===== config.mk =====
export PLATFORM = sky130hd
export DESIGN_NAME = cgr_addsub
export DESIGN_NICKNAME = d
export VERILOG_FILES = /design/src/hdl/cgr_pkg.sv /design/src/hdl/cgr_addsub.sv
export SDC_FILE = /design/constraint.sdc
export NUM_CORES = 1
export LEC_CHECK = 0
export BUFFER_PORTS_ARGS = -buffer_cell sky130_fd_sc_hd__buf_2
export CELL_PAD_IN_SITES_DETAIL_PLACEMENT = 2
export CELL_PAD_IN_SITES_GLOBAL_PLACEMENT = 2
export CORE_MARGIN = 5
export CORE_UTILIZATION = 25
export DETAILED_ROUTE_END_ITERATION = 6
export PLACE_DENSITY = 0.9
export SLEW_MARGIN = 20
export SYNTH_ARGS = -nofsm -noshare
export SYNTH_HDL_FRONTEND = slang
export SYNTH_SLANG_ARGS = --single-unit

===== constraint.sdc =====
create_clock -name vclk -period 2.5
set_clock_uncertainty 0.05 [all_clocks]
set_input_delay 0.125 -clock vclk [all_inputs]
set_output_delay 0.125 -clock vclk [all_outputs]
set_load 0.02 [all_outputs]

===== src/hdl/cgr_pkg.sv =====
// ----------------------------------------------------------------------------
// cgr_pkg: shared types and constants of the clipped glyph row renderer
// Glyph store geometry, field widths, command and register codes, sequencer
// states and the structs that pass between the renderer's modules.
// ----------------------------------------------------------------------------
package cgr_pkg;

  // Glyph geometry
  localparam int GLYPH_ROWS  = 12;
  localparam int GLYPH_COUNT = 128;
  localparam int GLYPH_COLS  = 8;

  // Field widths
  localparam int POS_W       = 16;
  localparam int XY_W        = POS_W + 1;   // exact sum of position and translation
  localparam int SUM_W       = POS_W + 2;   // difference of a translated value and a clip edge
  localparam int COLOR_W     = 32;
  localparam int CODE_W      = 8;
  localparam int CODE_MASK_W = 7;
  localparam int LOAD_ROW_W  = 4;
  localparam int BITS_W      = 8;

  // Glyph store
  localparam int ROW_W       = (GLYPH_ROWS > 1) ? $clog2(GLYPH_ROWS) : 1;
  localparam int STORE_DEPTH = GLYPH_ROWS * GLYPH_COUNT;
  localparam int ADDR_W      = (STORE_DEPTH > 1) ? $clog2(STORE_DEPTH) : 1;

  // Configuration port
  localparam int CFG_IDX_W   = 1;
  localparam int CFG_DATA_W  = 16;

  typedef enum logic [CFG_IDX_W-1:0] {
    REG_OFFSET_X = 1'b0,
    REG_OFFSET_Y = 1'b1
  } cfg_reg_t;

  typedef enum logic {
    CMD_LOAD = 1'b0,
    CMD_DRAW = 1'b1
  } cmd_t;

  // Sequencer states
  typedef enum logic [2:0] {
    ST_IDLE,
    ST_XSUM,
    ST_YSUM,
    ST_RIGHT,
    ST_LEFT,
    ST_BOTTOM,
    ST_TOP,
    ST_ROW
  } st_t;

  typedef struct packed {
    cmd_t                    cmd;
    logic [CODE_W-1:0]       glyph_code;
    logic signed [POS_W-1:0] pos_x;
    logic signed [POS_W-1:0] pos_y;
    logic [COLOR_W-1:0]      color;
    logic signed [POS_W-1:0] clip_left;
    logic signed [POS_W-1:0] clip_top;
    logic signed [POS_W-1:0] clip_right;
    logic signed [POS_W-1:0] clip_bottom;
    logic [LOAD_ROW_W-1:0]   load_row;
    logic [BITS_W-1:0]       load_bits;
  } in_item_t;

  typedef struct packed {
    logic signed [POS_W-1:0] row_x;
    logic signed [POS_W-1:0] row_y;
    logic [BITS_W-1:0]       pixel_mask;
    logic [COLOR_W-1:0]      pixel_color;
    logic                    last;
  } out_item_t;

  // Operands of the shared adder/subtractor
  typedef struct packed {
    logic signed [SUM_W-1:0] a;
    logic signed [SUM_W-1:0] b;
    logic                    sub;
  } alu_op_t;

  // Glyph store access
  typedef struct packed {
    logic              we;
    logic [ADDR_W-1:0] waddr;
    logic [BITS_W-1:0] wdata;
    logic [ADDR_W-1:0] raddr;
  } ram_req_t;

  // Result handed to the output register
  typedef struct packed {
    logic      load;
    out_item_t item;
  } emit_t;

  // Store entry of one glyph row: row * GLYPH_COUNT + code
  function automatic logic [ADDR_W-1:0] glyph_addr(input int unsigned row,
                                                   input logic [CODE_MASK_W-1:0] code);
    return ADDR_W'(row * GLYPH_COUNT + int'(code));
  endfunction

  // Sign-extend a 16-bit position to the adder width
  function automatic logic signed [SUM_W-1:0] sx_pos(input logic signed [POS_W-1:0] v);
    return SUM_W'(v);
  endfunction

endpackage


===== src/hdl/cgr_addsub.sv =====
// ----------------------------------------------------------------------------
// cgr_addsub: shared adder/subtractor
// Single carry chain computing a + b or a - b for every sequencer step.
// ----------------------------------------------------------------------------
module cgr_addsub (
  input  cgr_pkg::alu_op_t                 op,
  output logic signed [cgr_pkg::SUM_W-1:0] sum
);

  logic [cgr_pkg::SUM_W-1:0] b_inv;

  // Invert b and inject carry to subtract
  assign b_inv = op.b ^ {cgr_pkg::SUM_W{op.sub}};
  assign sum   = op.a + b_inv + cgr_pkg::SUM_W'(op.sub);

endmodule


==> summary.txt <==
Critical path
  • CP startpoint kind: input port
  • Type of the worst setup path: in2out
  • CP delay by family, top: compound AO/OA/AOI/OAI gates
  • Worst Path Buf+Inv: 2
  • Crit path max fanout: 3
  • Required time of the worst setup path: 2330 ps
  • Most frequent CP cell: buf_2
  • CP arrival: 2240 ps
  • Crit end category: output port
  • Worst path cell trace: buf_2 > mux2_4 > fa_2 > a21oi_4 > o21ai_2 > a311o_1 > a21boi_2 > o21ai_1 > xor2_2 > buf_2
  • Slowest CP cell: fa_2
  • Max stage delay on crit path: 390 ps

STA
  • Period minus WS final: 2410 ps
  • Worst slew pin tran: 309 ps
  • Setup violators final: 0
  • Fin worst setup slack: 85.7 ps
  • Max Freq: 414 MHz
  • Final hold violation count: 0
  • Slew Limit Headroom: 79.3%
  • RSZ-0062 raised after global routing: true
  • Pins Over Slew Limit: 0
  • Setup TNS: 0 ps
  • Tcrit/Tclk final: 96.6%

Floorplan
  • Die width: 73.7 um
  • Die Height: 73.7 um
  • Core Rows: 23
  • Starting Density: 25.6%
  • Die footprint: 0.00543 mm2
  • IO Pins: 55
  • Core area: 0.00397 mm2

Global routing
  • Routing usage on met3: 1.09%
  • Initial antenna violation count: 0
  • Met1 Resource Use GR: 16.2%
  • Busiest layer in global routing: met2
  • Gr usage total: 13.9%
  • Grt ovf: 0
  • GR Util met2: 28.4%
  • Global-route wire length before repair: 6.23 mm
  • Vias in the first global route: 1378
  • Largest net degree at the start of global routing: 10

Drt
  • Vias/cell: 4.99
  • Drt pass-1 iters: 4
  • Starting DRC count in detailed routing: 25
  • Final WL: 4.00 mm
  • DR WL/cell: 15.9 um
  • Post-route ant nets: 0
  • Via Count: 1253
  • DRC viols: 0

Final layout
  • Seq Cell Count: 0
  • Nets: 257
  • Area of the multi-input gates: 0.00106 mm2
  • Layout area overhead: 51.9%
  • Diode count: 0
  • Fillers: 487
  • Clkbuf count: 0
  • Register Area: 0 um2
  • Share of layout cells above drive strength 1: 45.8%
  • Final core occ: 38.8%

Synth
  • Dominant cell type by area after synthesis: xor2_1
  • Adder-Cell Fraction of Synth Area: 21.7%
  • Register area share after synthesis: 0%
  • Synth Area in Simple Gates: 16.3%
  • Mux cell area share after synthesis: 1.48%
  • Top cells by area, synth: xor2_1 (20%), ha_1 (20%), xnor2_1 (8.6%), a21oi_1 (6.4%), nand2_1 (4.4%)
  • Top cell type's share of synthesized area: 19.9%
  • Post-Syn Nets: 186
  • Synth Area in Compound Gates: 29.3%
  • Distinct cells, synth: 36
  • Syn Inst Count: 132
  • XOR/XNOR Fraction of Synth Area: 28.5%
  • Synthesized area: 0.00101 mm2
  • Syn avg cell area: 7.69 um2
  • Yosys warning count: 0
  • Largest family of logic cells by synthesized area: compound AO/OA/AOI/OAI gates

Placed design
  • Port bufs: 55
  • HPWL Detailed: 3.46 mm
  • GP Congestion: 0.791
  • DP Worst Slack: -125 ps

Status
  • Status: completed

Power and ir drop
  • Max VDD drop: 0.179 mV
  • Leak pwr: 0.757 nW
  • PwrDens: 469 mW/mm2
  • Total power: 724 uW

Run
  • Max Cap Viol: 0

Worst hold path
  • Hold Crit Class: in2out
## what timing repair did
| item | 4_1_cts | 5_1_grt |
|---|---|---|
| resized for setup | 4 | 13 |
| setup endpoints to repair | 3 | 4 |
| gates cloned | 0 | 0 |
| pin swaps | 4 | 7 |
| endpoints found under the hold margin | 0 | 0 |
| hold buffers | 0 | 0 |
| buffers inserted | 2 | 0 |
## tightest hold or removal path: cells and delay by family
kind	cells	cell delay (ps)
buffers and inverters	2	240
xor gates and xnor gates	1	60
## through the flow
step	hold slack, ps	instances	instance area, um2
floorplan	324	132	1020
global placement	499	249	1450
detailed placement	515	249	1450
CTS	515	251	1480
global route	516	251	1540
finish	507	251	1540
## metal layers
layer	vias to the layer above	part of all wire (%)	wire, um
li1	616	-	-
met1	605	39	1550
met2	32	56	2260
met3	0	4.8	191
met4	0	0	0
met5	-	0	0
## cells in the mapped netlist, types with 3 or more instances
cell     number
xnor2_1      10
a21o_1        3
o21ai_0       5
nor2_1        7
nand3_1       3
o21ai_1       4
xor2_1       23
and2_1        3
a21oi_1      13
a31oi_1       3
nand2_1      12
ha_1         16
## final timing paths
kind	endpoint	slack (ps)	depth (start not counted)	from
worst max-delay path	sum[12]	90	10	op[1]
worst min-delay path	sum[0]	510	3	op[19]
## kinds of logic after synthesis
| family | after synthesis |
|---|---|
| xor gates and xnor gates | 33 |
| AOI/OAI and AO/OA | 43 |
| buffers and inverters | 5 |
| muxes | 1 |
| adders and majority gates | 17 |
| and+or+nand+nor | 33 |
## cell type report
cell class,instances,area share [%]
multi-input combinational,127,68.9
timing repair buffer,72,26.5
tap,50,4.06
inverter,2,0.487
## layout by cell type, fill, tap and decap left out, types with 2 or more instances in the layout
cell / Yosys / layout
xor2_2: 0 / 2
a31oi_1: 3 / 3
inv_1: 2 / 2
buf_4: 0 / 17
xor2_1: 23 / 21
ha_1: 16 / 13
o21ai_1: 4 / 4
o31ai_1: 2 / 2
and2_1: 3 / 3
buf_2: 1 / 54
nand2_1: 12 / 12
a21oi_4: 0 / 2
nand3_1: 3 / 3
a21boi_2: 2 / 2
o21ai_0: 5 / 4
a21oi_2: 2 / 5
ha_2: 0 / 3
a21oi_1: 13 / 8
nor2_1: 7 / 7
a21o_1: 3 / 3
xnor2_1: 10 / 10
nand3b_1: 2 / 2
o211ai_1: 2 / 2
## where the power goes
| group | total, mW | switching (mW) | internal, mW |
|---|---|---|---|
| logic | 0.724 | 0.415 | 0.309 |
| clock network | 0 | 0 | 0 |
| registers | 0 | 0 | 0 |
| total | 0.724 | 0.415 | 0.309 |
Power figures use the tool's default switching activity.
