File: src/hdl/cgr_pkg.sv
// ----------------------------------------------------------------------------
// cgr_pkg: shared types and constants of the clipped glyph row renderer
// Glyph store geometry, field widths, command and register codes, sequencer
// states and the structs that pass between the renderer's modules.
// ----------------------------------------------------------------------------
package cgr_pkg;

  // Glyph geometry
  localparam int GLYPH_ROWS  = 12;
  localparam int GLYPH_COUNT = 128;
  localparam int GLYPH_COLS  = 8;

  // Field widths
  localparam int POS_W       = 16;
  localparam int XY_W        = POS_W + 1;   // exact sum of position and translation
  localparam int SUM_W       = POS_W + 2;   // difference of a translated value and a clip edge
  localparam int COLOR_W     = 32;
  localparam int CODE_W      = 8;
  localparam int CODE_MASK_W = 7;
  localparam int LOAD_ROW_W  = 4;
  localparam int BITS_W      = 8;

  // Glyph store
  localparam int ROW_W       = (GLYPH_ROWS > 1) ? $clog2(GLYPH_ROWS) : 1;
  localparam int STORE_DEPTH = GLYPH_ROWS * GLYPH_COUNT;
  localparam int ADDR_W      = (STORE_DEPTH > 1) ? $clog2(STORE_DEPTH) : 1;

  // Configuration port
  localparam int CFG_IDX_W   = 1;
  localparam int CFG_DATA_W  = 16;

  typedef enum logic [CFG_IDX_W-1:0] {
    REG_OFFSET_X = 1'b0,
    REG_OFFSET_Y = 1'b1
  } cfg_reg_t;

  typedef enum logic {
    CMD_LOAD = 1'b0,
    CMD_DRAW = 1'b1
  } cmd_t;

  // Sequencer states
  typedef enum logic [2:0] {
    ST_IDLE,
    ST_XSUM,
    ST_YSUM,
    ST_RIGHT,
    ST_LEFT,
    ST_BOTTOM,
    ST_TOP,
    ST_ROW
  } st_t;

  typedef struct packed {
    cmd_t                    cmd;
    logic [CODE_W-1:0]       glyph_code;
    logic signed [POS_W-1:0] pos_x;
    logic signed [POS_W-1:0] pos_y;
    logic [COLOR_W-1:0]      color;
    logic signed [POS_W-1:0] clip_left;
    logic signed [POS_W-1:0] clip_top;
    logic signed [POS_W-1:0] clip_right;
    logic signed [POS_W-1:0] clip_bottom;
    logic [LOAD_ROW_W-1:0]   load_row;
    logic [BITS_W-1:0]       load_bits;
  } in_item_t;

  typedef struct packed {
    logic signed [POS_W-1:0] row_x;
    logic signed [POS_W-1:0] row_y;
    logic [BITS_W-1:0]       pixel_mask;
    logic [COLOR_W-1:0]      pixel_color;
    logic                    last;
  } out_item_t;

  // Operands of the shared adder/subtractor
  typedef struct packed {
    logic signed [SUM_W-1:0] a;
    logic signed [SUM_W-1:0] b;
    logic                    sub;
  } alu_op_t;

  // Glyph store access
  typedef struct packed {
    logic              we;
    logic [ADDR_W-1:0] waddr;
    logic [BITS_W-1:0] wdata;
    logic [ADDR_W-1:0] raddr;
  } ram_req_t;

  // Result handed to the output register
  typedef struct packed {
    logic      load;
    out_item_t item;
  } emit_t;

  // Store entry of one glyph row: row * GLYPH_COUNT + code
  function automatic logic [ADDR_W-1:0] glyph_addr(input int unsigned row,
                                                   input logic [CODE_MASK_W-1:0] code);
    return ADDR_W'(row * GLYPH_COUNT + int'(code));
  endfunction

  // Sign-extend a 16-bit position to the adder width
  function automatic logic signed [SUM_W-1:0] sx_pos(input logic signed [POS_W-1:0] v);
    return SUM_W'(v);
  endfunction

endpackage

File: src/hdl/cgr_ctrl.sv
// ----------------------------------------------------------------------------
// cgr_ctrl: draw sequencer of the clipped glyph row renderer
// Writes load items into the glyph store. A draw item steps the shared adder
// through translation and clip tests, then emits a row per cycle if unstalled.
// ----------------------------------------------------------------------------
module cgr_ctrl (
  input  logic                                 clk,
  input  logic                                 rst_n,
  input  logic                                 in_valid,
  output logic                                 in_ready,
  input  cgr_pkg::in_item_t                    in_item,
  input  logic signed [cgr_pkg::POS_W-1:0]     offset_x,
  input  logic signed [cgr_pkg::POS_W-1:0]     offset_y,
  output cgr_pkg::alu_op_t                     alu_op,
  input  logic signed [cgr_pkg::SUM_W-1:0]     alu_sum,
  output cgr_pkg::ram_req_t                    ram_req,
  input  logic [cgr_pkg::BITS_W-1:0]           ram_q,
  input  logic                                 out_free,
  output cgr_pkg::emit_t                       emit
);

  cgr_pkg::st_t                     state_r, state_nxt;
  cgr_pkg::in_item_t                item_r, item_nxt;
  logic signed [cgr_pkg::XY_W-1:0]  x_r, x_nxt;
  logic signed [cgr_pkg::XY_W-1:0]  y_r, y_nxt;
  logic [cgr_pkg::GLYPH_COLS-1:0]   colhi_r, colhi_nxt;
  logic [cgr_pkg::GLYPH_COLS-1:0]   colmask_r, colmask_nxt;
  logic [cgr_pkg::ROW_W-1:0]        last_row_r, last_row_nxt;
  logic [cgr_pkg::ROW_W-1:0]        cur_row_r, cur_row_nxt;

  logic                             reject;
  logic                             empty;
  logic                             row_done;
  logic                             code_ok;
  logic [cgr_pkg::ROW_W-1:0]        first_row;
  logic [cgr_pkg::CODE_MASK_W-1:0]  in_code;
  logic [cgr_pkg::CODE_MASK_W-1:0]  draw_code;

  assign in_code   = in_item.glyph_code[cgr_pkg::CODE_MASK_W-1:0];
  assign draw_code = item_r.glyph_code[cgr_pkg::CODE_MASK_W-1:0];
  assign code_ok   = (int'(draw_code) < cgr_pkg::GLYPH_COUNT);
  assign row_done  = (cur_row_r == last_row_r);

  // Decode clip test outcomes from the shared adder
  always_comb begin
    reject    = 1'b0;
    first_row = '0;
    if (alu_sum[cgr_pkg::SUM_W-1]) begin
      first_row = cgr_pkg::ROW_W'(-alu_sum);
    end
    unique case (state_r)
      cgr_pkg::ST_RIGHT:  reject = alu_sum[cgr_pkg::SUM_W-1];
      cgr_pkg::ST_LEFT:
        reject = (alu_sum < $signed(cgr_pkg::SUM_W'(-(cgr_pkg::GLYPH_COLS - 1))));
      cgr_pkg::ST_BOTTOM: reject = alu_sum[cgr_pkg::SUM_W-1];
      cgr_pkg::ST_TOP:
        reject = (alu_sum < $signed(cgr_pkg::SUM_W'(-(cgr_pkg::GLYPH_ROWS - 1))));
      default:            reject = 1'b0;
    endcase
    empty = (first_row > last_row_r);
  end

  // Next state
  always_comb begin
    state_nxt = state_r;
    unique case (state_r)
      cgr_pkg::ST_IDLE: begin
        if (in_valid && (in_item.cmd == cgr_pkg::CMD_DRAW)) begin
          state_nxt = cgr_pkg::ST_XSUM;
        end
      end
      cgr_pkg::ST_XSUM:   state_nxt = cgr_pkg::ST_YSUM;
      cgr_pkg::ST_YSUM:   state_nxt = cgr_pkg::ST_RIGHT;
      cgr_pkg::ST_RIGHT:  state_nxt = reject ? cgr_pkg::ST_IDLE : cgr_pkg::ST_LEFT;
      cgr_pkg::ST_LEFT:   state_nxt = reject ? cgr_pkg::ST_IDLE : cgr_pkg::ST_BOTTOM;
      cgr_pkg::ST_BOTTOM: state_nxt = reject ? cgr_pkg::ST_IDLE : cgr_pkg::ST_TOP;
      cgr_pkg::ST_TOP: begin
        state_nxt = (reject || empty) ? cgr_pkg::ST_IDLE : cgr_pkg::ST_ROW;
      end
      cgr_pkg::ST_ROW: begin
        if (out_free && row_done) begin
          state_nxt = cgr_pkg::ST_IDLE;
        end
      end
      default:            state_nxt = cgr_pkg::ST_IDLE;
    endcase
  end

  // Outputs and datapath updates
  always_comb begin
    in_ready      = 1'b0;
    alu_op        = '0;
    emit          = '0;
    ram_req       = '0;
    item_nxt      = item_r;
    x_nxt         = x_r;
    y_nxt         = y_r;
    colhi_nxt     = colhi_r;
    colmask_nxt   = colmask_r;
    last_row_nxt  = last_row_r;
    cur_row_nxt   = cur_row_r;

    unique case (state_r)
      cgr_pkg::ST_IDLE: begin
        in_ready = 1'b1;
        if (in_valid) begin
          item_nxt = in_item;
        end
        // Store a font row byte on a load transfer
        ram_req.we    = in_valid && (in_item.cmd == cgr_pkg::CMD_LOAD) &&
                        (int'(in_item.load_row) < cgr_pkg::GLYPH_ROWS) &&
                        (int'(in_code) < cgr_pkg::GLYPH_COUNT);
        ram_req.waddr = cgr_pkg::glyph_addr(32'(in_item.load_row), in_code);
        ram_req.wdata = in_item.load_bits;
      end
      cgr_pkg::ST_XSUM: begin
        alu_op.a = cgr_pkg::sx_pos(item_r.pos_x);
        alu_op.b = cgr_pkg::sx_pos(offset_x);
        x_nxt    = alu_sum[cgr_pkg::XY_W-1:0];
      end
      cgr_pkg::ST_YSUM: begin
        alu_op.a = cgr_pkg::sx_pos(item_r.pos_y);
        alu_op.b = cgr_pkg::sx_pos(offset_y);
        y_nxt    = alu_sum[cgr_pkg::XY_W-1:0];
      end
      cgr_pkg::ST_RIGHT: begin
        // Column i is visible on the right side when i <= right - x
        alu_op.a   = cgr_pkg::sx_pos(item_r.clip_right);
        alu_op.b   = cgr_pkg::SUM_W'(x_r);
        alu_op.sub = 1'b1;
        for (int i = 0; i < cgr_pkg::GLYPH_COLS; i++) begin
          colhi_nxt[cgr_pkg::GLYPH_COLS-1-i] = (alu_sum >= $signed(cgr_pkg::SUM_W'(i)));
        end
      end
      cgr_pkg::ST_LEFT: begin
        // Column i is visible on the left side when x - left >= -i
        alu_op.a   = cgr_pkg::SUM_W'(x_r);
        alu_op.b   = cgr_pkg::sx_pos(item_r.clip_left);
        alu_op.sub = 1'b1;
        for (int i = 0; i < cgr_pkg::GLYPH_COLS; i++) begin
          colmask_nxt[cgr_pkg::GLYPH_COLS-1-i] = colhi_r[cgr_pkg::GLYPH_COLS-1-i] &&
            (alu_sum >= $signed(cgr_pkg::SUM_W'(-i)));
        end
      end
      cgr_pkg::ST_BOTTOM: begin
        // Last visible row: bottom - y, capped at the last glyph row
        alu_op.a   = cgr_pkg::sx_pos(item_r.clip_bottom);
        alu_op.b   = cgr_pkg::SUM_W'(y_r);
        alu_op.sub = 1'b1;
        if (alu_sum >= $signed(cgr_pkg::SUM_W'(cgr_pkg::GLYPH_ROWS - 1))) begin
          last_row_nxt = cgr_pkg::ROW_W'(cgr_pkg::GLYPH_ROWS - 1);
        end else begin
          last_row_nxt = alu_sum[cgr_pkg::ROW_W-1:0];
        end
      end
      cgr_pkg::ST_TOP: begin
        // First visible row: top - y when the glyph starts above the clip
        alu_op.a    = cgr_pkg::SUM_W'(y_r);
        alu_op.b    = cgr_pkg::sx_pos(item_r.clip_top);
        alu_op.sub  = 1'b1;
        cur_row_nxt = first_row;
      end
      cgr_pkg::ST_ROW: begin
        // Emit the current row and advance when the output register frees
        alu_op.a                    = cgr_pkg::SUM_W'(y_r);
        alu_op.b                    = cgr_pkg::SUM_W'(cur_row_r);
        emit.load                   = out_free;
        emit.item.row_x             = x_r[cgr_pkg::POS_W-1:0];
        emit.item.row_y             = alu_sum[cgr_pkg::POS_W-1:0];
        emit.item.pixel_mask        = code_ok ? (ram_q & colmask_r) : '0;
        emit.item.pixel_color       = item_r.color;
        emit.item.last              = row_done;
        if (out_free && !row_done) begin
          cur_row_nxt = cur_row_r + 1'b1;
        end
      end
      default: begin
        in_ready = 1'b0;
      end
    endcase

    // Read the row that will be current next cycle
    ram_req.raddr = cgr_pkg::glyph_addr(32'(cur_row_nxt), draw_code);
  end

  // Control state
  always_ff @(posedge clk) begin
    if (!rst_n) begin
      state_r <= cgr_pkg::ST_IDLE;
    end else begin
      state_r <= state_nxt;
    end
  end

  // Datapath registers
  always_ff @(posedge clk) begin
    item_r     <= item_nxt;
    x_r        <= x_nxt;
    y_r        <= y_nxt;
    colhi_r    <= colhi_nxt;
    colmask_r  <= colmask_nxt;
    last_row_r <= last_row_nxt;
    cur_row_r  <= cur_row_nxt;
  end

endmodule

File: config.mk
export PLATFORM = sky130hd
export DESIGN_NAME = cgr_ctrl
export DESIGN_NICKNAME = d
export VERILOG_FILES = /design/src/hdl/cgr_pkg.sv /design/src/hdl/cgr_ctrl.sv
export SDC_FILE = /design/constraint.sdc
export NUM_CORES = 1
export LEC_CHECK = 0
export BUFFER_PORTS_ARGS = -buffer_cell sky130_fd_sc_hd__buf_2
export CAP_MARGIN = 5
export CORE_MARGIN = 1
export CORE_UTILIZATION = 30
export DETAILED_ROUTE_END_ITERATION = 8
export GPL_TIMING_DRIVEN = 0
export PLACE_DENSITY_LB_ADDON = 0.15
export SKIP_CTS_REPAIR_TIMING = 1
export SYNTH_ARGS = -nofsm -noshare
export SYNTH_HDL_FRONTEND = slang
export SYNTH_SLANG_ARGS = --single-unit
File: constraint.sdc
create_clock -name clk -period 5.92 [get_ports clk]
set_input_delay 0 -clock clk [delete_from_list [all_inputs] [get_ports clk]]
set_output_delay 0 -clock clk [all_outputs]
set_load 0.01 [all_outputs]
==> results of run 1 <==
routing by layer:
metal | wire (µm) | part of all wire [%]
met5 | 0 | 0
met1 | 13090 | 40
met2 | 16830 | 51
met3 | 2215 | 6.7
met4 | 689 | 2.1
final cells by class:
type / count / area [µm²] / share of cell area, %
antenna: 2 / 5.005 / 0.03752
buffer: 53 / 256.5 / 1.923
clock buffer: 17 / 425.4 / 3.189
clock inverter: 15 / 220.2 / 1.651
inverter: 9 / 33.78 / 0.2533
multi-input combinational: 405 / 2734 / 20.50
sequential: 196 / 5816 / 43.60
tap: 384 / 480.5 / 3.602
timing repair buffer: 509 / 3368 / 25.25
stage by stage:
stage / setup TNS, ns / instance area, µm² / setup slack [ns] / std cells
2_1_floorplan: 0 / 8836 / 1.349 / 663
3_3_place_gp: -87.18 / 11080 / -0.6657 / 1399
3_5_place_dp: 0 / 11140 / 3.201 / 1401
4_1_cts: 0 / 11780 / 2.817 / 1433
5_1_grt: 0 / 13330 / 2.673 / 1588
6_report: 0 / 13340 / 2.936 / 1590
placed cells by master (no fill, tap or decap), drive strengths merged, types with 4 or more instances in the layout:
master and instances:
nor2 36, and2 87, ha 10, and3 10, xnor2 5, nor2b 8
a22oi 40, a221o 4, nor4 5, clkinv 6, a21boi 8, inv 17
nand2 24, o211ai 5, a21oi 45, dlygate4sd3 155, mux2 18, buf 381
clkbuf 43, o21ai 15, a221oi 15, nand3 12, o22ai 5, edfxtp 189
mux2i 20, nand4 6, nor3 4, dfxtp 7
worst paths after layout:
check | slack, ns | from | endpoint | cells after the start
setup / recovery | 2.94 | state_r[2] | alu_op[14] | 7
hold / removal | 0.12 | in_valid | draw_code[5] | 2
setup reg to reg | 3.17 | state_r[1] | item_r[19] | 6
hold reg to reg | 0.53 | colhi_r[3] | colmask_r[3] | 1
cell families after synthesis:
kind of cell / count (synthesis) / synth area share (%)
muxes: 39 / 4.814
adders and majority gates: 10 / 1.416
AOI/OAI and AO/OA: 150 / 11.46
and+or+nand+nor: 199 / 12.53
xor gates and xnor gates: 7 / 0.6939
buffers and inverters: 62 / 3.271
DFF: 196 / 65.82
flip-flops by register name (all words and copies together) (netlist names):
name and cells:
y_r 17, x_r 17, colmask_r 8, cur_row_r 4, last_row_r 4, draw_code 7, state_r 3, colhi_r 8
item_r 128
power by group:
part	total (mW)	switching [mW]	internal [mW]
combinational	1.94	1.20	0.732
clock	1.27	0.643	0.628
sequential	2.04	0.111	1.93
==> results.yml, run 1 <==
power_and_ir_drop:
  peak_supply_drop_mv: 0.2099
  power_per_cell_area_nw_per_um2: 393.5
  leakage_nw: 5.614
  power.total_mw: 5.249
global_routing:
  grt_pass1_wl_um: 45330
  grt_start_max_net_pins: 65
  number_of_antenna_violations_at_the_first_check_in_global_routing: 1
  gr-usage-all-layers_pct: 20.96
  groute.layer.met2.usage_pct: 36.40
  grt_pass1_vias: 7131
  global_route.peak_usage_layer: "met2"
  grtUsageMet1_pct: 24.58
  met3_track_usage_gr_pct: 6.469
  gr-total-overflow: 0
setup_path:
  cp_data_required_time_ns: 5.92
  cp.buffers_inverters: 3
  setup.worst_path.end_class: "output port"
  crit_path_max_incr_delay_ns: 0.74
  critical_path.cell_chain: "buf_2 -> nor2b_1 -> nor2b_1 -> clkbuf_2 -> a22oi_1 -> o211ai_1 -> buf_2"
  critPathTopFamily: "buffers and inverters"
  timing.critical_path.arrival_ns: 2.98
  crit_path_max_fanout: 26
  worst_path_max_delay_cell: "sky130_fd_sc_hd__clkbuf_2"
  crit_path_start_kind: "flop"
  crit_type: "reg -> out"
synthesis:
  syn_area_um2: 8836
  ys_types: 51
  syn_nets: 884
  synth_largest_type_area_fraction_pct: 64.23
  syn-mean-instance-area_um2: 13.33
  synth.yosys.seq_area_share_pct: 65.82
  post_synth_inst_count: 663
  synth_edf_count: 189
  count_leader_synth: "sky130_fd_sc_hd__edfxtp_1"
  ys_warn_count: 0
  synth_async_sr_flop_share_pct: 0
  library_cell_occupying_the_most_area_in_the_post_synthesis_netlist: "sky130_fd_sc_hd__edfxtp_1"
  synth.area.top_cells: "sky130_fd_sc_hd__edfxtp_1, sky130_fd_sc_hd__and2_1, sky130_fd_sc_hd__a22oi_1"
  synth-main-ff-cell: "sky130_fd_sc_hd__edfxtp_1"
  netlist_top_cells_count: "sky130_fd_sc_hd__edfxtp_1, sky130_fd_sc_hd__and2_1, sky130_fd_sc_hd__a21oi_1"
  yosys_register_bits: 196
cts:
  clock-root-buffer: "sky130_fd_sc_hd__clkbuf_16"
  cts.path.max_buffers: 2
  cts_tree: "yes"
  clkLatencyLatePin_ns: 0.45
  path_clk_slew_ns: 0.09
  clock_sinks: 196
  cts-htree-levels: 4
  cts_buffers: 17
timing:
  maxSlewViolCount: 0
  min_period_over_period_pct: 50.41
  finalSetupViolations: 0
  slew-limit-headroom_pct: 41.31
  worst_hold_slack_ns: 0.1190
  max_slew.worst_pin.slew_ns: 0.8804
  finClkSkew_ns: 0.01854
  hold_violations: 0
  setup_repair_after_global_routing_missed_its_margin: "no"
  timing.fmax_mhz: 335.1
  period_needed_ns: 2.984
final_layout:
  final_net_count: 1412
  nFillCells: 2684
  area_growth_from_synthesis_to_layout_pct: 50.96
  drive_gt1_share_pct: 36.30
  layout.core_utilization_pct: 46.22
routing:
  drtIter0Drc: 485
  post_drt_wl_per_cell_um: 20.64
  drt-total-wl_um: 32830
  drt_pass1_iterations: 5
  drc: 0
  final_antenna_net_count: 0
  vias_per_cell: 4.727
  route.vias.total: 7516
floorplanning:
  dieArea_um2: 30140
  row_count: 62
  floorplan_die_width_um: 173.6
  floorplan.initialDensity_pct: 30.62
  top_level_ports: 354
  die_height_um: 173.6
  core_region_area_um2: 28860
placement:
  numPortBuffers: 352
  gpl.final_weighted_congestion: 0.8319
  detailed_place_hpwl_um: 23540
run:
  reported_max_cap_violation_count: 0
run_status:
  status: "completed"
hold_path:
  hold_path_class: "in -> reg"
No activity file was read; power rests on OpenSTA's default activity.
==> inputs of run 2 (changes only) <==
--- a/config.mk
+++ b/config.mk
@@ -5,6 +5,7 @@
 export SDC_FILE = /design/constraint.sdc
 export NUM_CORES = 1
 export LEC_CHECK = 0
+export ABC_AREA = 1
 export BUFFER_PORTS_ARGS = -buffer_cell sky130_fd_sc_hd__buf_2
 export CAP_MARGIN = 5
 export CORE_MARGIN = 1
==> constraint.sdc (replaced) <==
create_clock -name clk -period 3.13 [get_ports clk]
set_input_delay 0 -clock clk [delete_from_list [all_inputs] [get_ports clk]]
set_output_delay 0 -clock clk [all_outputs]
set_load 0.01 [all_outputs]
==> results.yml, run 2 <==
run_status:
  status: "completed"
final_layout:
  finish.instance_area_um2: 13280
  mostFrequentLayoutCells: "sky130_fd_sc_hd__buf_2, sky130_fd_sc_hd__edfxtp_1, sky130_fd_sc_hd__dlygate4sd3_1"
  commonest_non_fill_non_tap_cell_in_the_layout: "sky130_fd_sc_hd__buf_2"
  number_of_flip_flops_under_the_largest_register_name: 128
  area_growth_from_synthesis_to_layout_pct: 51.34
  layout.core_utilization_pct: 46.27
  final_cells: 1750
  antenna-diode-count: 0
  drive_gt1_share_pct: 32.14
  reg.largest.list: "item_r x128, x_r x17, y_r x17"
  final_net_count: 1574
  regMostFlops: "item_r"
placement:
  numPortBuffers: 351
  place_area_um2: 11120
  gpl.final_weighted_congestion: 0.9074
  detailed_place_hpwl_um: 22780
  detailedPlace.worstSlack_ns: 0.5787
  placedCellCount: 1564
timing:
  finalSetupViolations: 0
  maxSlewViolCount: 0
  post_route_worst_setup_slack_ns: 0.2085
  finalSetupTns_ns: 0
  max_slew.worst_pin.slew_ns: 1.230
  worst_hold_slack_ns: 0.05805
  hold_violations: 0
  min_period_over_period_pct: 93.34
  slew-limit-headroom_pct: 18.00
  finClkSkew_ns: 0.01289
  period_needed_ns: 2.922
  timing.fmax_mhz: 342.3
  setup_repair_after_global_routing_missed_its_margin: "no"
synthesis:
  ys_warn_count: 0
  synth.yosys.seq_area_share_pct: 66.27
  synth_edf_count: 189
  syn_nets: 1046
  syn-mean-instance-area_um2: 10.64
  synth-main-ff-cell: "sky130_fd_sc_hd__edfxtp_1"
  synth.area.top_cells: "sky130_fd_sc_hd__edfxtp_1, sky130_fd_sc_hd__nand2_1, sky130_fd_sc_hd__nor2_1"
  yosys_register_bits: 196
  netlist_top_cells_count: "sky130_fd_sc_hd__edfxtp_1, sky130_fd_sc_hd__nand2_1, sky130_fd_sc_hd__nor2_1"
  syn_area_um2: 8776
  library_cell_occupying_the_most_area_in_the_post_synthesis_netlist: "sky130_fd_sc_hd__edfxtp_1"
  synth_largest_type_area_fraction_pct: 64.67
  synth_async_sr_flop_share_pct: 0
  post_synth_inst_count: 825
  ys_types: 38
  count_leader_synth: "sky130_fd_sc_hd__edfxtp_1"
cts:
  cts_buffers: 17
  path_clk_slew_ns: 0.07
  cts.path.max_buffers: 2
  clock_sinks: 196
  cts-htree-levels: 4
  cts_tree: "yes"
  clock-root-buffer: "sky130_fd_sc_hd__clkbuf_16"
  clkLatencyLatePin_ns: 0.45
routing:
  drt-total-wl_um: 32130
  post_drt_wl_per_cell_um: 18.36
  drc: 0
  drt_pass1_iterations: 5
  route.vias.total: 7874
  drtIter0Drc: 411
  vias_per_cell: 4.499
  final_antenna_net_count: 0
floorplanning:
  die_height_um: 173.0
  row_count: 62
  core_region_area_um2: 28700
  top_level_ports: 354
  floorplan.initialDensity_pct: 30.58
  dieArea_um2: 29940
  floorplan_die_width_um: 173.0
global_routing:
  grt_start_max_net_pins: 34
  grt_pass1_wl_um: 45230
  gr-usage-all-layers_pct: 20.88
  number_of_antenna_violations_at_the_first_check_in_global_routing: 0
  gr-total-overflow: 0
  grt_pass1_vias: 7417
power_and_ir_drop:
  power_per_cell_area_nw_per_um2: 622.9
  peak_supply_drop_mv: 0.3375
  leakage_nw: 6.116
  power.total_mw: 8.273
setup_path:
  crit_path_start_kind: "flop"
  regToRegEndpoint: "colhi_r[0]"
  timing.critical_path.arrival_ns: 2.92
  crit_type: "reg -> out"
  critical_path.endpoint: "alu_op[25]"
  cp_data_required_time_ns: 3.13
  setup.worst_path.end_class: "output port"
  crit_path_max_fanout: 17
  worstReg2RegStart: "state_r[1]"
  worst_r2r_path_depth: 4
  critPathLaunch: "state_r[1]"
  timing.reg2reg.setup_slack_ns: 0.69
hold_path:
  hold_path_class: "in -> reg"
run:
  reported_max_cap_violation_count: 0
run 2: kinds of logic (layout without fill, tap and decap cells):
logic type,count (synthesis),count (layout),share of synthesized area (%)
simple gates,345,345,16.13
buf+inv,174,715,8.269
compound gates,96,96,7.514
xor+xnor,4,4,0.3992
flops,196,196,66.27
fa+ha+maj,10,10,1.426
run 2: layout make-up:
| type | count | area, µm² |
|---|---|---|
| clock inverters | 14 | 187.7 |
| inverters | 133 | 499.2 |
| flip-flops and latches | 196 | 5816 |
| multi-input cells | 455 | 2257 |
| plain buffers | 41 | 234.0 |
| fillers | 2742 | 15420 |
| clock buffers | 18 | 429.2 |
| repair buffers | 509 | 3378 |
| well taps | 384 | 480.5 |
run 2: critical path: stages, from the launching register on:
cell and delay (ns):
sky130_fd_sc_hd__dfxtp_1 0.30, sky130_fd_sc_hd__buf_2 0.22, sky130_fd_sc_hd__nand3_2 0.34, sky130_fd_sc_hd__inv_2 0.32, sky130_fd_sc_hd__buf_1 0.85, sky130_fd_sc_hd__nand2_1 0.10
sky130_fd_sc_hd__nand4_1 0.17, sky130_fd_sc_hd__buf_2 0.16
run 2: report_power, final:
group	switching, mW	internal [mW]	total (mW)
clock	1.13	1.22	2.35
sequential	0.165	3.49	3.66
combinational	1.39	0.864	2.26
run 2: worst min-delay path by stage:
stage / start / end / cells past startpoint
floorplan: in_item[148] / ram_req[30] / 1
global placement: in_item[81] / item_r[81] / 1
detailed placement: in_item[104] / item_r[104] / 1
CTS: in_item[39] / item_r[39] / 1
global route: in_valid / draw_code[5] / 3
finish: in_valid / state_r[0] / 7
run 2: per-layer routing:
metal | share of wire [%] | up-vias | global-route usage, %
met5 | 0 | - | 0
met4 | 2.2 | 0 | 6.932
met3 | 6.8 | 40 | 5.937
met2 | 49 | 349 | 36.09
met1 | 42 | 3651 | 24.88
li1 | - | 3834 | -
==> inputs of run 3 (changes only) <==
--- a/config.mk
+++ b/config.mk
@@ -5,7 +5,6 @@
 export SDC_FILE = /design/constraint.sdc
 export NUM_CORES = 1
 export LEC_CHECK = 0
-export ABC_AREA = 1
 export BUFFER_PORTS_ARGS = -buffer_cell sky130_fd_sc_hd__buf_2
 export CAP_MARGIN = 5
 export CORE_MARGIN = 1
==> results.yml, run 3 (synthesized netlist as in run 1, its figures left out) <==
power_and_ir_drop:
  peak_supply_drop_mv: 0.4135
  power_per_cell_area_nw_per_um2: 730.5
  leakage_nw: 5.582
final_layout:
  finish.instance_area_um2: 13280
  drive_gt1_share_pct: 36.13
  number_of_flip_flops_under_the_largest_register_name: 128
  regMostFlops: "item_r"
  mostFrequentLayoutCells: "sky130_fd_sc_hd__buf_2, sky130_fd_sc_hd__edfxtp_1, sky130_fd_sc_hd__dlygate4sd3_1"
  reg.largest.list: "item_r x128, x_r x17, y_r x17"
  layout.core_utilization_pct: 46.01
  area_growth_from_synthesis_to_layout_pct: 50.27
  final_net_count: 1413
  layout.area.seq_um2: 5816
  nFillCells: 2682
  multiInputGateArea_um2: 2736
  commonest_non_fill_non_tap_cell_in_the_layout: "sky130_fd_sc_hd__buf_2"
hold_path:
  hold_path.startpoint: "out_free"
  timing.hold.worst_endpoint: "cur_row_r[0]"
  hold_path_class: "in -> reg"
  worstHoldPathCells: 4
timing:
  finalSetupViolations: 0
  period_needed_ns: 2.942
  finClkSkew_ns: 0.008295
  timing.fmax_mhz: 339.9
  hold_violations: 0
  max_slew.worst_pin.slew_ns: 0.8617
  slew-limit-headroom_pct: 42.55
  maxSlewViolCount: 0
  min_period_over_period_pct: 93.98
  setup_repair_after_global_routing_missed_its_margin: "no"
cts:
  cts.path.max_buffers: 2
  cts-htree-levels: 4
  clock-root-buffer: "sky130_fd_sc_hd__clkbuf_16"
  clock_sinks: 196
  path_clk_slew_ns: 0.07
  clkLatencyLatePin_ns: 0.44
  cts_buffers: 17
  cts_tree: "yes"
routing:
  vias_per_cell: 4.741
  post_drt_wl_per_cell_um: 20.31
  drc: 0
  route.vias.total: 7533
  final_antenna_net_count: 0
  drt-total-wl_um: 32270
  drtIter0Drc: 473
  drt_pass1_iterations: 5
setup_path:
  worstReg2RegStart: "state_r[1]"
  regToRegEndpoint: "item_r[64]"
  critPathLaunch: "state_r[2]"
  timing.critical_path.arrival_ns: 2.94
  crit_path_start_kind: "flop"
  cp_data_required_time_ns: 3.13
  timing.reg2reg.setup_slack_ns: 0.60
  crit_path_max_fanout: 26
  setup.worst_path.end_class: "output port"
  crit_type: "reg -> out"
  worst_r2r_path_depth: 5
global_routing:
  grt_start_max_net_pins: 67
  gr-total-overflow: 0
  number_of_antenna_violations_at_the_first_check_in_global_routing: 2
  gr-usage-all-layers_pct: 20.68
  grt_pass1_vias: 7008
  grt_pass1_wl_um: 44640
floorplanning:
  row_count: 62
  core_region_area_um2: 28860
  dieArea_um2: 30140
  floorplan.initialDensity_pct: 30.62
  die_height_um: 173.6
  floorplan_die_width_um: 173.6
  top_level_ports: 354
placement:
  place_area_um2: 11130
  detailed_place_hpwl_um: 23510
  numPortBuffers: 352
  gpl.final_weighted_congestion: 0.8430
run:
  reported_max_cap_violation_count: 0
run_status:
  status: "completed"
run 3: cell count changes in the layout (fill, tap and decap cells not counted), sizes merged, moves of 15 or more:
cell	change
and2	+87
a21oi	+29
nand2	-125
mux2i	+20
nand4	-15
inv	-125
mux2	+18
nor2	-108
a22oi	+38
clkbuf	+19
run 3: metrics by stage:
stage	worst slack, ns	std cells	power [mW]	TNS (ns)	hold slack (ns)
final	0.1884	1589	9.699	0	0.1544
after global routing	0.01256	1588	10.21	0	0.1687
after CTS	-0.004706	1432	9.661	-0.004706	-0.2944
after detailed placement	0.4866	1401	7.425	0	0.1781
after global placement	-1.088	1399	7.403	-143.93	0.1764
after floorplan	0.04528	663	5.839	0	0.09887
run 3: routing by layer:
layer	global-route usage (%)	vias to the layer above	wire, µm
met2	36.75	326	16510
met1	24.78	3622	13330
met3	5.614	23	2040
met4	4.861	2	382
met5	0	-	8
li1	-	3560	-
run 3: worst max path at each step:
stage | to
finish | alu_op[14]
detailed placement | alu_op[6]
CTS | alu_op[6]
floorplan | draw_code[0]
global route | alu_op[14]
global placement | item_r[19]
run 3: final cells by class:
class                      instances  area share (%)
antenna                            1         0.01885
buffer                            53           1.951
clock buffer                      19           3.260
clock inverter                    12           1.103
inverter                           9          0.2544
multi-input combinational        405           20.61
sequential                       196           43.80
tap                              384           3.619
timing repair buffer             510           25.39
run 3: critical path, cell delays in order (launching register included):
cell,delay [ns]
sky130_fd_sc_hd__dfxtp_1,0.32
sky130_fd_sc_hd__buf_2,0.20
sky130_fd_sc_hd__nor2b_1,0.15
sky130_fd_sc_hd__nor2b_1,0.52
sky130_fd_sc_hd__buf_2,0.70
sky130_fd_sc_hd__a22oi_1,0.25
sky130_fd_sc_hd__o211ai_1,0.16
sky130_fd_sc_hd__buf_2,0.19
run 3: report_power, final:
part           internal, mW  switching, mW  total [mW]
clock network          1.20           1.04        2.23
registers              3.65          0.214        3.87
logic                  1.38           2.23        3.60
